$ cat src/hdl/tlbpt_pkg.sv
`default_nettype none
// ----------------------------------------------------------------------------
// tlbpt_pkg
// Shared constants, types and helpers for the TLB and page table translator.
// ----------------------------------------------------------------------------
package tlbpt_pkg;

  // address geometry
  localparam int unsigned VA_W        = 16;
  localparam int unsigned PA_W        = 16;
  localparam int unsigned LP_W        = 8;
  localparam int unsigned OFFSET_BITS = 8;
  localparam int unsigned VPN_W       = VA_W - OFFSET_BITS;

  // storage sizes (page count is a power of two)
  localparam int unsigned TLB_ENTRIES = 16;
  localparam int unsigned PAGE_COUNT  = 256;
  localparam int unsigned FRAME_COUNT = 256;

  localparam int unsigned TLB_IDX_W = $clog2(TLB_ENTRIES);
  localparam int unsigned PAGE_W    = $clog2(PAGE_COUNT);
  localparam int unsigned FRAME_W   = $clog2(FRAME_COUNT);

  localparam logic [FRAME_W-1:0]   LAST_FRAME = FRAME_W'(FRAME_COUNT - 1);
  localparam logic [TLB_IDX_W-1:0] LAST_SLOT  = TLB_IDX_W'(TLB_ENTRIES - 1);

  typedef logic [VA_W-1:0]        vaddr_t;
  typedef logic [PA_W-1:0]        paddr_t;
  typedef logic [PAGE_W-1:0]      page_t;
  typedef logic [FRAME_W-1:0]     frame_t;
  typedef logic [OFFSET_BITS-1:0] offset_t;
  typedef logic [TLB_IDX_W-1:0]   slot_t;

  // result status codes
  typedef enum logic [1:0] {
    ST_TLB_HIT  = 2'd0,
    ST_PT_HIT   = 2'd1,
    ST_LOADED   = 2'd2,
    ST_NO_FRAME = 2'd3
  } status_e;

  // control states
  typedef enum logic {
    FSM_IDLE,
    FSM_LOOKUP
  } fsm_e;

  // page number of a virtual address, taken modulo the page count
  function automatic page_t page_of(vaddr_t va);
    logic [VPN_W+PAGE_W-1:0] vpn_ext;
    vpn_ext = (VPN_W + PAGE_W)'(va >> OFFSET_BITS);
    return vpn_ext[PAGE_W-1:0];
  endfunction

  // byte offset within the page
  function automatic offset_t offset_of(vaddr_t va);
    return va[OFFSET_BITS-1:0];
  endfunction

  // frame and offset joined into a physical address, truncated
  function automatic paddr_t make_phys(frame_t frame, offset_t offset);
    logic [FRAME_W+OFFSET_BITS-1:0] full;
    logic [PA_W+FRAME_W+OFFSET_BITS-1:0] ext;
    full = {frame, offset};
    ext  = (PA_W + FRAME_W + OFFSET_BITS)'(full);
    return ext[PA_W-1:0];
  endfunction

  // low bits of the page number for the loaded page field
  function automatic logic [LP_W-1:0] loaded_of(page_t page);
    logic [LP_W+PAGE_W-1:0] ext;
    ext = (LP_W + PAGE_W)'(page);
    return ext[LP_W-1:0];
  endfunction

endpackage
`default_nettype wire

$ cat src/hdl/tlbpt_if.sv
`default_nettype none
// ----------------------------------------------------------------------------
// tlbpt_if
// Valid/ready channels for translation requests and translation responses.
// ----------------------------------------------------------------------------

// request channel: one virtual address per transaction
interface tlbpt_req_if;
  logic                   valid;
  logic                   ready;
  tlbpt_pkg::vaddr_t      virtual_address;

  modport source (output valid, output virtual_address, input ready);
  modport sink   (input valid, input virtual_address, output ready);
endinterface

// response channel: one translation result per transaction
interface tlbpt_rsp_if;
  logic                       valid;
  logic                       ready;
  tlbpt_pkg::paddr_t          physical_address;
  logic [1:0]                 status;
  logic [tlbpt_pkg::LP_W-1:0] loaded_page;

  modport source (output valid, output physical_address, output status,
                  output loaded_page, input ready);
  modport sink   (input valid, input physical_address, input status,
                  input loaded_page, output ready);
endinterface
`default_nettype wire

$ cat src/hdl/tlbpt_ram.sv
`default_nettype none
// ----------------------------------------------------------------------------
// tlbpt_ram
// Generic single-clock RAM, one write port and one read port, registered read.
// ----------------------------------------------------------------------------
module tlbpt_ram #(
  parameter int unsigned WIDTH = 8,
  parameter int unsigned DEPTH = 256
) (
  input  wire logic                     clk_i,
  input  wire logic                     we_i,
  input  wire logic [$clog2(DEPTH)-1:0] waddr_i,
  input  wire logic [WIDTH-1:0]         wdata_i,
  input  wire logic                     re_i,
  input  wire logic [$clog2(DEPTH)-1:0] raddr_i,
  output      logic [WIDTH-1:0]         rdata_o
);

  logic [WIDTH-1:0] mem_q [DEPTH];

  // write port
  always_ff @(posedge clk_i) begin
    if (we_i) begin
      mem_q[waddr_i] <= wdata_i;
    end
  end

  // registered read, held while not enabled
  always_ff @(posedge clk_i) begin
    if (re_i) begin
      rdata_o <= mem_q[raddr_i];
    end
  end

endmodule
`default_nettype wire

$ cat src/hdl/tlb_page_table_translator.sv
`default_nettype none
// ----------------------------------------------------------------------------
// tlb_page_table_translator
// Virtual to physical translation: fully associative TLB with FIFO refill in
// front of a page table with demand paging and in-order frame allocation.
//
// req_i takes one 16-bit virtual address per transaction; rsp_o returns one
// result per request: physical address, status (TLB hit, page table hit,
// page fault loaded, no free frame) and the page to fetch on a fault.
// In the idle state the accept issues the page table read into the
// synchronous RAM; the lookup state then does the TLB compare, picks the
// outcome, writes the page table, refills the TLB and registers the result
// for rsp_o. A new request is taken only once the last has left lookup.
// The output register lets a new request be accepted while a result waits;
// if rsp_o stays stalled, the second request holds in its lookup cycle and
// req_i.ready stays low until the response register frees up.
// Reset clears the TLB valid bits, the page table valid bits, the FIFO slot
// and the frame allocator; there is no clearing pass, so requests are taken
// as soon as reset is released.
// ----------------------------------------------------------------------------
module tlb_page_table_translator (
  input  wire logic   clk_i,
  input  wire logic   rst_ni,
  tlbpt_req_if.sink   req_i,
  tlbpt_rsp_if.source rsp_o
);

  tlbpt_pkg::fsm_e state_q, state_d;

  tlbpt_pkg::vaddr_t va_q;
  tlbpt_pkg::page_t  page_q;
  tlbpt_pkg::offset_t offset_q;

  // TLB entries
  tlbpt_pkg::page_t  tlb_page_q  [tlbpt_pkg::TLB_ENTRIES];
  tlbpt_pkg::frame_t tlb_frame_q [tlbpt_pkg::TLB_ENTRIES];
  logic [tlbpt_pkg::TLB_ENTRIES-1:0] tlb_valid_q;
  tlbpt_pkg::slot_t  tlb_next_slot_q;

  // page table valid bits and frame allocator
  logic [tlbpt_pkg::PAGE_COUNT-1:0] page_valid_q;
  tlbpt_pkg::frame_t next_free_frame_q;
  logic              frames_exhausted_q;

  // response register
  logic                          rsp_valid_q;
  tlbpt_pkg::paddr_t             rsp_addr_q;
  tlbpt_pkg::status_e            rsp_status_q;
  logic [tlbpt_pkg::LP_W-1:0]    rsp_loaded_q;

  logic              accept;
  logic              commit;
  logic              tlb_hit;
  tlbpt_pkg::slot_t  hit_idx;
  tlbpt_pkg::frame_t pt_frame;
  logic              do_refill;
  logic              do_fault;
  tlbpt_pkg::frame_t sel_frame;
  tlbpt_pkg::status_e sel_status;
  tlbpt_pkg::paddr_t sel_addr;
  logic [tlbpt_pkg::LP_W-1:0] sel_loaded;

  assign page_q   = tlbpt_pkg::page_of(va_q);
  assign offset_q = tlbpt_pkg::offset_of(va_q);

  // next state and handshake
  always_comb begin
    state_d = state_q;
    accept  = 1'b0;
    commit  = 1'b0;
    case (state_q)
      tlbpt_pkg::FSM_IDLE: begin
        accept = req_i.valid;
        if (req_i.valid) begin
          state_d = tlbpt_pkg::FSM_LOOKUP;
        end
      end
      tlbpt_pkg::FSM_LOOKUP: begin
        if (!rsp_valid_q || rsp_o.ready) begin
          commit  = 1'b1;
          state_d = tlbpt_pkg::FSM_IDLE;
        end
      end
      default: begin
        state_d = tlbpt_pkg::FSM_IDLE;
      end
    endcase
  end

  assign req_i.ready = (state_q == tlbpt_pkg::FSM_IDLE);

  always_ff @(posedge clk_i or negedge rst_ni) begin
    if (!rst_ni) begin
      state_q <= tlbpt_pkg::FSM_IDLE;
    end else begin
      state_q <= state_d;
    end
  end

  // capture the request address
  always_ff @(posedge clk_i) begin
    if (accept) begin
      va_q <= req_i.virtual_address;
    end
  end

  // page table frame store, read on accept, written on a fault
  tlbpt_ram #(
    .WIDTH (tlbpt_pkg::FRAME_W),
    .DEPTH (tlbpt_pkg::PAGE_COUNT)
  ) u_page_frame (
    .clk_i   (clk_i),
    .we_i    (do_fault),
    .waddr_i (page_q),
    .wdata_i (next_free_frame_q),
    .re_i    (accept),
    .raddr_i (tlbpt_pkg::page_of(req_i.virtual_address)),
    .rdata_o (pt_frame)
  );

  // TLB compare, lowest matching slot wins
  always_comb begin
    tlb_hit = 1'b0;
    hit_idx = '0;
    for (int i = 0; i < tlbpt_pkg::TLB_ENTRIES; i++) begin
      if (!tlb_hit && tlb_valid_q[i] && (tlb_page_q[i] == page_q)) begin
        tlb_hit = 1'b1;
        hit_idx = tlbpt_pkg::TLB_IDX_W'(i);
      end
    end
  end

  // outcome selection
  always_comb begin
    do_refill  = 1'b0;
    do_fault   = 1'b0;
    sel_frame  = pt_frame;
    sel_status = tlbpt_pkg::ST_PT_HIT;
    sel_loaded = '0;
    if (tlb_hit) begin
      sel_frame  = tlb_frame_q[hit_idx];
      sel_status = tlbpt_pkg::ST_TLB_HIT;
    end else if (page_valid_q[page_q]) begin
      do_refill  = commit;
    end else if (frames_exhausted_q) begin
      sel_status = tlbpt_pkg::ST_NO_FRAME;
    end else begin
      do_refill  = commit;
      do_fault   = commit;
      sel_frame  = next_free_frame_q;
      sel_status = tlbpt_pkg::ST_LOADED;
      sel_loaded = tlbpt_pkg::loaded_of(page_q);
    end
    if (sel_status == tlbpt_pkg::ST_NO_FRAME) begin
      sel_addr = '0;
    end else begin
      sel_addr = tlbpt_pkg::make_phys(sel_frame, offset_q);
    end
  end

  // TLB entry payload
  always_ff @(posedge clk_i) begin
    if (do_refill) begin
      tlb_page_q[tlb_next_slot_q]  <= page_q;
      tlb_frame_q[tlb_next_slot_q] <= sel_frame;
    end
  end

  // TLB valid bits, FIFO slot, page valid bits and frame allocator
  always_ff @(posedge clk_i or negedge rst_ni) begin
    if (!rst_ni) begin
      tlb_valid_q        <= '0;
      tlb_next_slot_q    <= '0;
      page_valid_q       <= '0;
      next_free_frame_q  <= '0;
      frames_exhausted_q <= 1'b0;
    end else begin
      if (do_refill) begin
        tlb_valid_q[tlb_next_slot_q] <= 1'b1;
        if (tlb_next_slot_q == tlbpt_pkg::LAST_SLOT) begin
          tlb_next_slot_q <= '0;
        end else begin
          tlb_next_slot_q <= tlb_next_slot_q + 1'b1;
        end
      end
      if (do_fault) begin
        page_valid_q[page_q] <= 1'b1;
        if (next_free_frame_q == tlbpt_pkg::LAST_FRAME) begin
          frames_exhausted_q <= 1'b1;
        end else begin
          next_free_frame_q <= next_free_frame_q + 1'b1;
        end
      end
    end
  end

  // response register
  always_ff @(posedge clk_i or negedge rst_ni) begin
    if (!rst_ni) begin
      rsp_valid_q <= 1'b0;
    end else if (commit) begin
      rsp_valid_q <= 1'b1;
    end else if (rsp_o.ready) begin
      rsp_valid_q <= 1'b0;
    end
  end

  always_ff @(posedge clk_i) begin
    if (commit) begin
      rsp_addr_q   <= sel_addr;
      rsp_status_q <= sel_status;
      rsp_loaded_q <= sel_loaded;
    end
  end

  assign rsp_o.valid            = rsp_valid_q;
  assign rsp_o.physical_address = rsp_addr_q;
  assign rsp_o.status           = rsp_status_q;
  assign rsp_o.loaded_page      = rsp_loaded_q;

endmodule
`default_nettype wire
$ cat src/flat_wrapper.sv
// flat-port wrapper written by rule: the top's interface ports become plain ports
module tlb_page_table_translator_flat 
  (clk_i, rst_ni, req_i_valid, req_i_virtual_address, req_i_ready, rsp_o_valid, rsp_o_physical_address, rsp_o_status, rsp_o_loaded_page, rsp_o_ready);
  tlbpt_req_if req_i_i ();
  tlbpt_rsp_if rsp_o_i ();
  input  wire logic clk_i;
  input  wire logic rst_ni;
  input wire logic [$bits(req_i_i.valid)-1:0] req_i_valid;
  input wire logic [$bits(req_i_i.virtual_address)-1:0] req_i_virtual_address;
  output wire logic [$bits(req_i_i.ready)-1:0] req_i_ready;
  output wire logic [$bits(rsp_o_i.valid)-1:0] rsp_o_valid;
  output wire logic [$bits(rsp_o_i.physical_address)-1:0] rsp_o_physical_address;
  output wire logic [$bits(rsp_o_i.status)-1:0] rsp_o_status;
  output wire logic [$bits(rsp_o_i.loaded_page)-1:0] rsp_o_loaded_page;
  input wire logic [$bits(rsp_o_i.ready)-1:0] rsp_o_ready;
  assign req_i_i.valid = req_i_valid;
  assign req_i_i.virtual_address = req_i_virtual_address;
  assign req_i_ready = req_i_i.ready;
  assign rsp_o_valid = rsp_o_i.valid;
  assign rsp_o_physical_address = rsp_o_i.physical_address;
  assign rsp_o_status = rsp_o_i.status;
  assign rsp_o_loaded_page = rsp_o_i.loaded_page;
  assign rsp_o_i.ready = rsp_o_ready;
  tlb_page_table_translator u_core (.clk_i(clk_i), .rst_ni(rst_ni), .req_i(req_i_i), .rsp_o(rsp_o_i));
endmodule
$ cat config.mk
export PLATFORM = sky130hd
export DESIGN_NAME = tlb_page_table_translator_flat
export DESIGN_NICKNAME = d
export VERILOG_FILES = /design/src/hdl/tlbpt_pkg.sv /design/src/hdl/tlbpt_if.sv /design/src/hdl/tlbpt_ram.sv /design/src/hdl/tlb_page_table_translator.sv /design/src/flat_wrapper.sv
export SDC_FILE = /design/constraint.sdc
export NUM_CORES = 2
export LEC_CHECK = 0
export BUFFER_PORTS_ARGS = -buffer_cell sky130_fd_sc_hd__buf_4
export CAP_MARGIN = 20
export CORE_ASPECT_RATIO = 0.6
export CORE_MARGIN = 8
export CORE_UTILIZATION = 40
export CTS_CLUSTER_DIAMETER = 30
export CTS_CLUSTER_SIZE = 30
export DETAILED_ROUTE_END_ITERATION = 8
export SLEW_MARGIN = 20
export SYNTH_ARGS = -nofsm -noshare
export SYNTH_HDL_FRONTEND = slang
export SYNTH_SLANG_ARGS = --single-unit
$ cat constraint.sdc
create_clock -name clk_i -period 7.32 [get_ports clk_i]
set_input_delay 0.366 -clock clk_i [delete_from_list [all_inputs] [get_ports clk_i]]
set_output_delay 0.366 -clock clk_i [all_outputs]
set_load 0.01 [all_outputs]
Word level (Yosys, flattened, before mapping)
Memories as Yosys holds them, arrays and structs flattened. A register that Yosys moved wholly into a read port is not among the register bits. Index checks and enable logic that the tools add are counted.

Flip-flop bits (word level): 329. RAM bits: 2304. Output and inout port bits: 28. Word-level logic and storage cells: 158. Memories kept: 3.

Memories: u_core.u_page_frame.mem_q (words 256, bits a word 8, rd ports 1, clocked after memory_dff 1, wr ports 1, line tlbpt_ram.sv:19) `logic [WIDTH-1:0] mem_q [DEPTH];`; u_core.tlb_frame_q (words 16, bits a word 8, rd ports 1, clocked after memory_dff 0, wr ports 1, line tlb_page_table_translator.sv:36) `tlbpt_pkg::frame_t tlb_frame_q [tlbpt_pkg::TLB_ENTRIES];`; u_core.tlb_page_q (words 16, bits a word 8, rd ports 16, clocked after memory_dff 0, wr ports 1, line tlb_page_table_translator.sv:35) `tlbpt_pkg::page_t tlb_page_q [tlbpt_pkg::TLB_ENTRIES];`.

Add/sub/neg operators: 2. Order comparisons: 4. Eq/ne operators: 19. Mux-type cells: 61. Bitwise gates (word level): 4. Reduce and logical (&&, ||, !) cells: 54.

Operator list (number): 256-bit OR (1); 8-bit == test (16); 1-bit 2-to-1 mux (37); 4-bit 2-to-1 mux (9); 1-bit logical AND (33); 8-bit 2-to-1 mux (3); 1-bit logical NOT (16); 16-bit OR (1); 3-bit 2-to-1 mux (4); 8-bit by 9-bit less-than comparator with 1-bit output (second input constant) (1); 8-bit by 1-bit adder with 8-bit output (second input constant) (1); 1-bit binary-select mux with 8-bit select (1); 1-bit demux with 8-bit select (1); 8-bit == test (second input constant) (1); 8-bit by 1-bit greater-or-equal comparator with 1-bit output (second input constant) (1); 2-bit 2-to-1 mux (4); 4-bit by 5-bit less-than comparator with 1-bit output (second input constant) (1); 4-bit by 1-bit adder with 4-bit output (second input constant) (1); 1-bit demux with 4-bit select (1); 4-bit == test (second input constant) (1); 4-bit by 1-bit greater-or-equal comparator with 1-bit output (second input constant) (1); 2-bit AND reduction (2); 3-bit OR reduction (1); 2-bit == test (second input constant) (1); other kinds (4) (5).

Longest topological paths before layout
An unclocked memory read counts as a cell.

Word-level depth: 67. Mapped depth: 17. Gate-level depth less buffers: 10.

By module
A second synthesis with hierarchy kept.

Cells, all modules: 5395. Area, all modules: 104527.8 µm².

Modules (own cells, without submodules): tlbpt_ram (times used 1, cells an instance 3733, area each 79636.4 µm², sequential area each 61739.2 µm²); tlb_page_table_translator (times used 1, cells an instance 1662, area each 24891.4 µm², sequential area each 16130.5 µm²).

Least setup slack after synthesis
OpenSTA, ideal clock, no wires.

Kind: reg-to-reg. From: register u_core.next_free_frame_q[2]. To: register u_core.next_free_frame_q[3]. Library setup time: 290 ps. Arrival: 4781 ps. Data required time: 7030 ps. Slack: 2250 ps. Cell stages (with the launch flop): 7. Buffers on the path: 0. Period minus slack after synthesis: 5070 ps. Cell sequence: dfrtp_1 nand3_1 nor2_1 nand4_1 nand3_2 nor3_1 xor2_1.

Word-level cells in the longest chain between the ends: 3. Elaborated cells on any way between the ends: 4. Classes of those cells: 1 x add/sub; 1 x eq/ne; 1 x bitwise; 1 x reduce/logical.

RTL lines: from (decl) (line tlb_page_table_translator.sv:42) `tlbpt_pkg::frame_t next_free_frame_q;`; from (signal assigned) (line tlb_page_table_translator.sv:191) `next_free_frame_q <= next_free_frame_q + 1'b1;`; branches (longest 3 deep; another with 8-bit by 1-bit adder with 8-bit output).

Several ways; the timed one is not identified. A chain may end at the register's enable or synchronous reset.

Worst setup path in the final report
From: register u_core.va_q[8]. To: memory u_core.u_page_frame.mem_q[159][5], enable pin.

Word-level cells in the longest chain between the ends: 66. Elaborated cells on any way between the ends: 84. Classes of those cells: 16 x eq/ne; 22 x mux; 46 x reduce/logical.

RTL lines: from (decl) (line tlb_page_table_translator.sv:30) `tlbpt_pkg::vaddr_t va_q;`; from (signal assigned) (line tlb_page_table_translator.sv:103) `va_q <= req_i.virtual_address;`; 8-bit == test (line tlb_page_table_translator.sv:126) `if (!tlb_hit && tlb_valid_q[i] && (tlb_page_q[i] == page_q)) begin`; 1-bit logical AND (line tlb_page_table_translator.sv:126); 1-bit 2-to-1 mux (line tlb_page_table_translator.sv:126); 1-bit logical NOT (line tlb_page_table_translator.sv:126); 1-bit logical AND (2 in series) (line tlb_page_table_translator.sv:126); 1-bit 2-to-1 mux (line tlb_page_table_translator.sv:126); 1-bit logical NOT (line tlb_page_table_translator.sv:126); 1-bit logical AND (2 in series) (line tlb_page_table_translator.sv:126); (+46 left out); 1-bit logical AND (2 in series) (line tlb_page_table_translator.sv:126); 1-bit 2-to-1 mux (line tlb_page_table_translator.sv:126); 1-bit logical NOT (line tlb_page_table_translator.sv:126); 1-bit logical AND (2 in series) (line tlb_page_table_translator.sv:126); 1-bit 2-to-1 mux (line tlb_page_table_translator.sv:126); 1-bit 2-to-1 mux (line tlb_page_table_translator.sv:140) `if (tlb_hit) begin`; 1-bit 2-to-1 mux (line tlbpt_ram.sv:23) `if (we_i) begin`; 1-bit 2-to-1 mux (not written as such) (line tlbpt_ram.sv:24) `mem_q[waddr_i] <= wdata_i;`; to (decl) (line tlbpt_ram.sv:19).

Several ways; a longest one is shown, not always the timed one. The select of a mux whose other input is x is not followed.

==> results.cfg <==
[status]
status = complete, no violations

[setup_path]
crit_type = reg -> reg
cp_common_cell = buf_12
worstPathArrival_ns = 6.38
start_kind = flip-flop
cp_cell_sequence = buf_12 -> mux4_2 -> o311ai_0 -> o221ai_1 -> o32ai_2 -> nand3b_1 -> buf_12 -> or3_1 -> nor2_1
startpoint = u_core.va_q[8]
regToRegEndpoint = u_core.u_page_frame.mem_q[159][5]
regToRegSetupSlack_ns = 1.41
cp.required_ns = 7.79
path_delay_family = compound AO/OA/AOI/OAI gates
critPathCaptureType = flip-flop
slowest_delay_ns = 0.96
cp_num_buf_inv = 2
worstReg2RegStart = u_core.va_q[8]
crit_fanout = 57
cpMaxStageDelayCell = o311ai_0
r2r_cells = 9

[sta]
period_minus_slack_ns = 5.907
setup_viol = 0
finalCritPeriodShare_pct = 80.70
setup_tns_ns = 0
slew_headroom_pct = 16.86
rsz0062_at_grt = no
report.final.slew_viol_count = 0
clock_skew_ns = 0.06591
tightest_slew_ns = 1.240
finalHoldViolCount = 0
finalWorstSetupSlack_ns = 1.413
clock.fmax_mhz = 169.3

[clocking]
postCtsHoldBufs = 14
cts-resized-gates = 0
cts_setup_buffers = 0
cts_made_buffers = 354
clkLatencyLatePin_ns = 0.87
cts_root_buf = clkbuf_16
cts_buffer_depth = 4
h-tree-depth = 5
cts.sinks = 2641
tritoncts = built
clk_pin_slew_ns = 0.06

[synth]
syn_nets = 4950
ys_ff_latch = 2641
yosysWarningCount = 0
ys_seq_area_share_pct = 74.40
synth_async_sr_flop_share_pct = 10.87
yosys-top-cells-area = edfxtp_1, mux4_2, dfrtp_1, nor3_2, or2_1
avgSynthCellArea_um2 = 21.25
synth_top_cell_by_area = edfxtp_1
ys_types = 69
post-synth-top-area-fraction_pct = 67.53
syn_inst = 4925
synth_edf_count = 2354
synth_area_um2 = 104700
synthFlopType = edfxtp_1

[cells_and_area]
postLayoutCoreUtil_pct = 47.04
final_common_cell = edfxtp_1
stdcell_area_um2 = 122500
final_cell_mix = edfxtp_1, mux4_2, clkbuf_16
area_delta_synth_final_pct = 17.01
drive_above_1_share_pct = 34.20
num-nets-final = 5255

[min_path]
hp-class = in -> async

[placed_design]
pre_cts_ws_ns = 1.657
place_hpwl_um = 176000
port_buffers = 47
place_area_um2 = 109900
globalplace.congestion = 0.8567

[global_route]
antenna_found_initial = 38
grt_overflow_total = 0
grt_pass1_vias = 51420
grt_max_degree = 152
track_usage_pct = 20.01
grt_pass1_wl_um = 403400

[power]
combPwrFrac_pct = 10.8
p_int_mw = 30.15
power_per_cell_area_nw_per_um2 = 334.1
switchingPower_mw = 10.77
peakVddDrop_uv = 229.3
leakagePower_nw = 40.72
swShare_pct = 26.33
clockPowerShare_pct = 43.5
pwr-share-seq_pct = 45.8

[detailed_routing]
first_pass_iters = 7
avgRoutedWirePerCell_um = 31.63
viasPerCell = 5.893
initialDrtViolationCount = 7436
totalWireLength_um = 284400
drc_errors = 0
ant_nets = 0
num_vias = 52990

[flow_run]
cap_violations = 0

[floorplan]
die_w_um = 676.4
core_um2 = 260300
die_area_um2 = 278800
ios = 48
start_util_pct = 40.20
die_h_um = 412.2
rows = 145
-- area by class of cell --
cell class                      instances  area [µm²]
Tap cell                             3454        4322
Antenna cell                           12       30.03
Sequential cell                      2641       77900
Multi-Input combinational cell       1961       25650
Timing Repair Buffer                  236        2166
Clock inverter                        243        2897
Clock buffer                          409        9375
Fill cell                           21170      137900
Inverter                               36       135.1
-- flip-flops by register name, indices dropped and copies added, names as in the netlist --
name	cells
u_core.tlb_frame_q	128
u_core.tlb_page_q	128
u_core.page_valid_q	256
u_core.rsp_o.loaded_page	8
u_core.rsp_o.status	2
u_core.tlb_valid_q	16
u_core.next_free_frame_q	8
u_core.rsp_o.physical_address	16
u_core.u_page_frame.mem_q	2048
u_core.state_q	1
u_core.tlb_next_slot_q	4
u_core.frames_exhausted_q	1
u_core.va_q	16
u_core.u_page_frame.rdata_o	8
u_core.rsp_o.valid	1
-- metal layers --
metal  global-route usage, %  wire [µm]  up-vias
met1                   32.14     130500    28640
met4                   4.227       5746        8
met3                   7.524      37330      367
met5                       0         46        -
li1                        -          -    21050
met2                   25.28     110800     2931
-- synthesized netlist by cell type, types with 10 or more instances --
| cell | n |
|---|---|
| buf_2 | 38 |
| dfrtp_1 | 287 |
| nand4_1 | 18 |
| xor2_1 | 53 |
| a21oi_1 | 40 |
| buf_1 | 68 |
| o211ai_1 | 28 |
| mux2i_1 | 45 |
| inv_1 | 36 |
| nor3_2 | 190 |
| clkbuf_1 | 144 |
| o21ai_0 | 24 |
| nand2b_1 | 11 |
| or2_2 | 57 |
| mux4_2 | 747 |
| mux2_2 | 11 |
| edfxtp_1 | 2354 |
| o2111ai_1 | 12 |
| nor2b_1 | 12 |
| nor4_1 | 19 |
| buf_4 | 27 |
| o221ai_1 | 13 |
| nand3_1 | 34 |
| nand2_1 | 107 |
| and2_1 | 10 |
| xnor2_1 | 82 |
| nor3_1 | 85 |
| or2_1 | 217 |
| nor2_1 | 56 |
-- power by group through the flow --
stage / clock network (mW) / registers (mW) / logic [mW]
6_report: 17.8 / 18.7 / 4.40
5_1_grt: 18.6 / 18.8 / 4.63
4_1_cts: 18.0 / 18.7 / 4.38
3_5_place_dp: 0 / 19.0 / 4.38
3_3_place_gp: 0 / 19.0 / 4.28
2_1_floorplan: 0 / 19.5 / 1.94
-- through the flow --
step / hold slack (ns) / cells / power, mW
after floorplan: 0.07041 / 4925 / 21.44
after global placement: 0.3626 / 8306 / 23.28
after detailed placement: 0.3663 / 8310 / 23.40
after CTS: 0.04230 / 8976 / 41.08
after global routing: 0.07311 / 8980 / 42.04
final: 0.04354 / 8992 / 40.92
-- how the worst max path moves through the flow --
| stage | end | slack, ns | cells past startpoint |
|---|---|---|---|
| 6_report | u_core.u_page_frame.mem_q[159][5] | 1.41 | 9 |
| 3_3_place_gp | u_core.u_page_frame.mem_q[154][6] | 1.72 | 11 |
| 2_1_floorplan | u_core.next_free_frame_q[3] | 2.25 | 6 |
| 4_1_cts | u_core.u_page_frame.mem_q[240][2] | 1.62 | 11 |
| 3_5_place_dp | u_core.u_page_frame.mem_q[240][1] | 1.66 | 11 |
| 5_1_grt | u_core.u_page_frame.mem_q[154][5] | 1.32 | 9 |
-- logic make-up (layout without fill, tap and decap cells) --
group,Yosys count,after routing,share of synthesized area (%)
DFF,2641,2641,74.40
muxes,804,804,16.65
and+or+nand+nor,848,848,5.256
xor gates and xnor gates,135,135,1.130
other,0,12,0
adders and majority gates,5,5,0.05977
AOI/OAI and AO/OA,169,169,1.137
buffers and inverters,323,924,1.376
(Power assumes the default switching activity.)
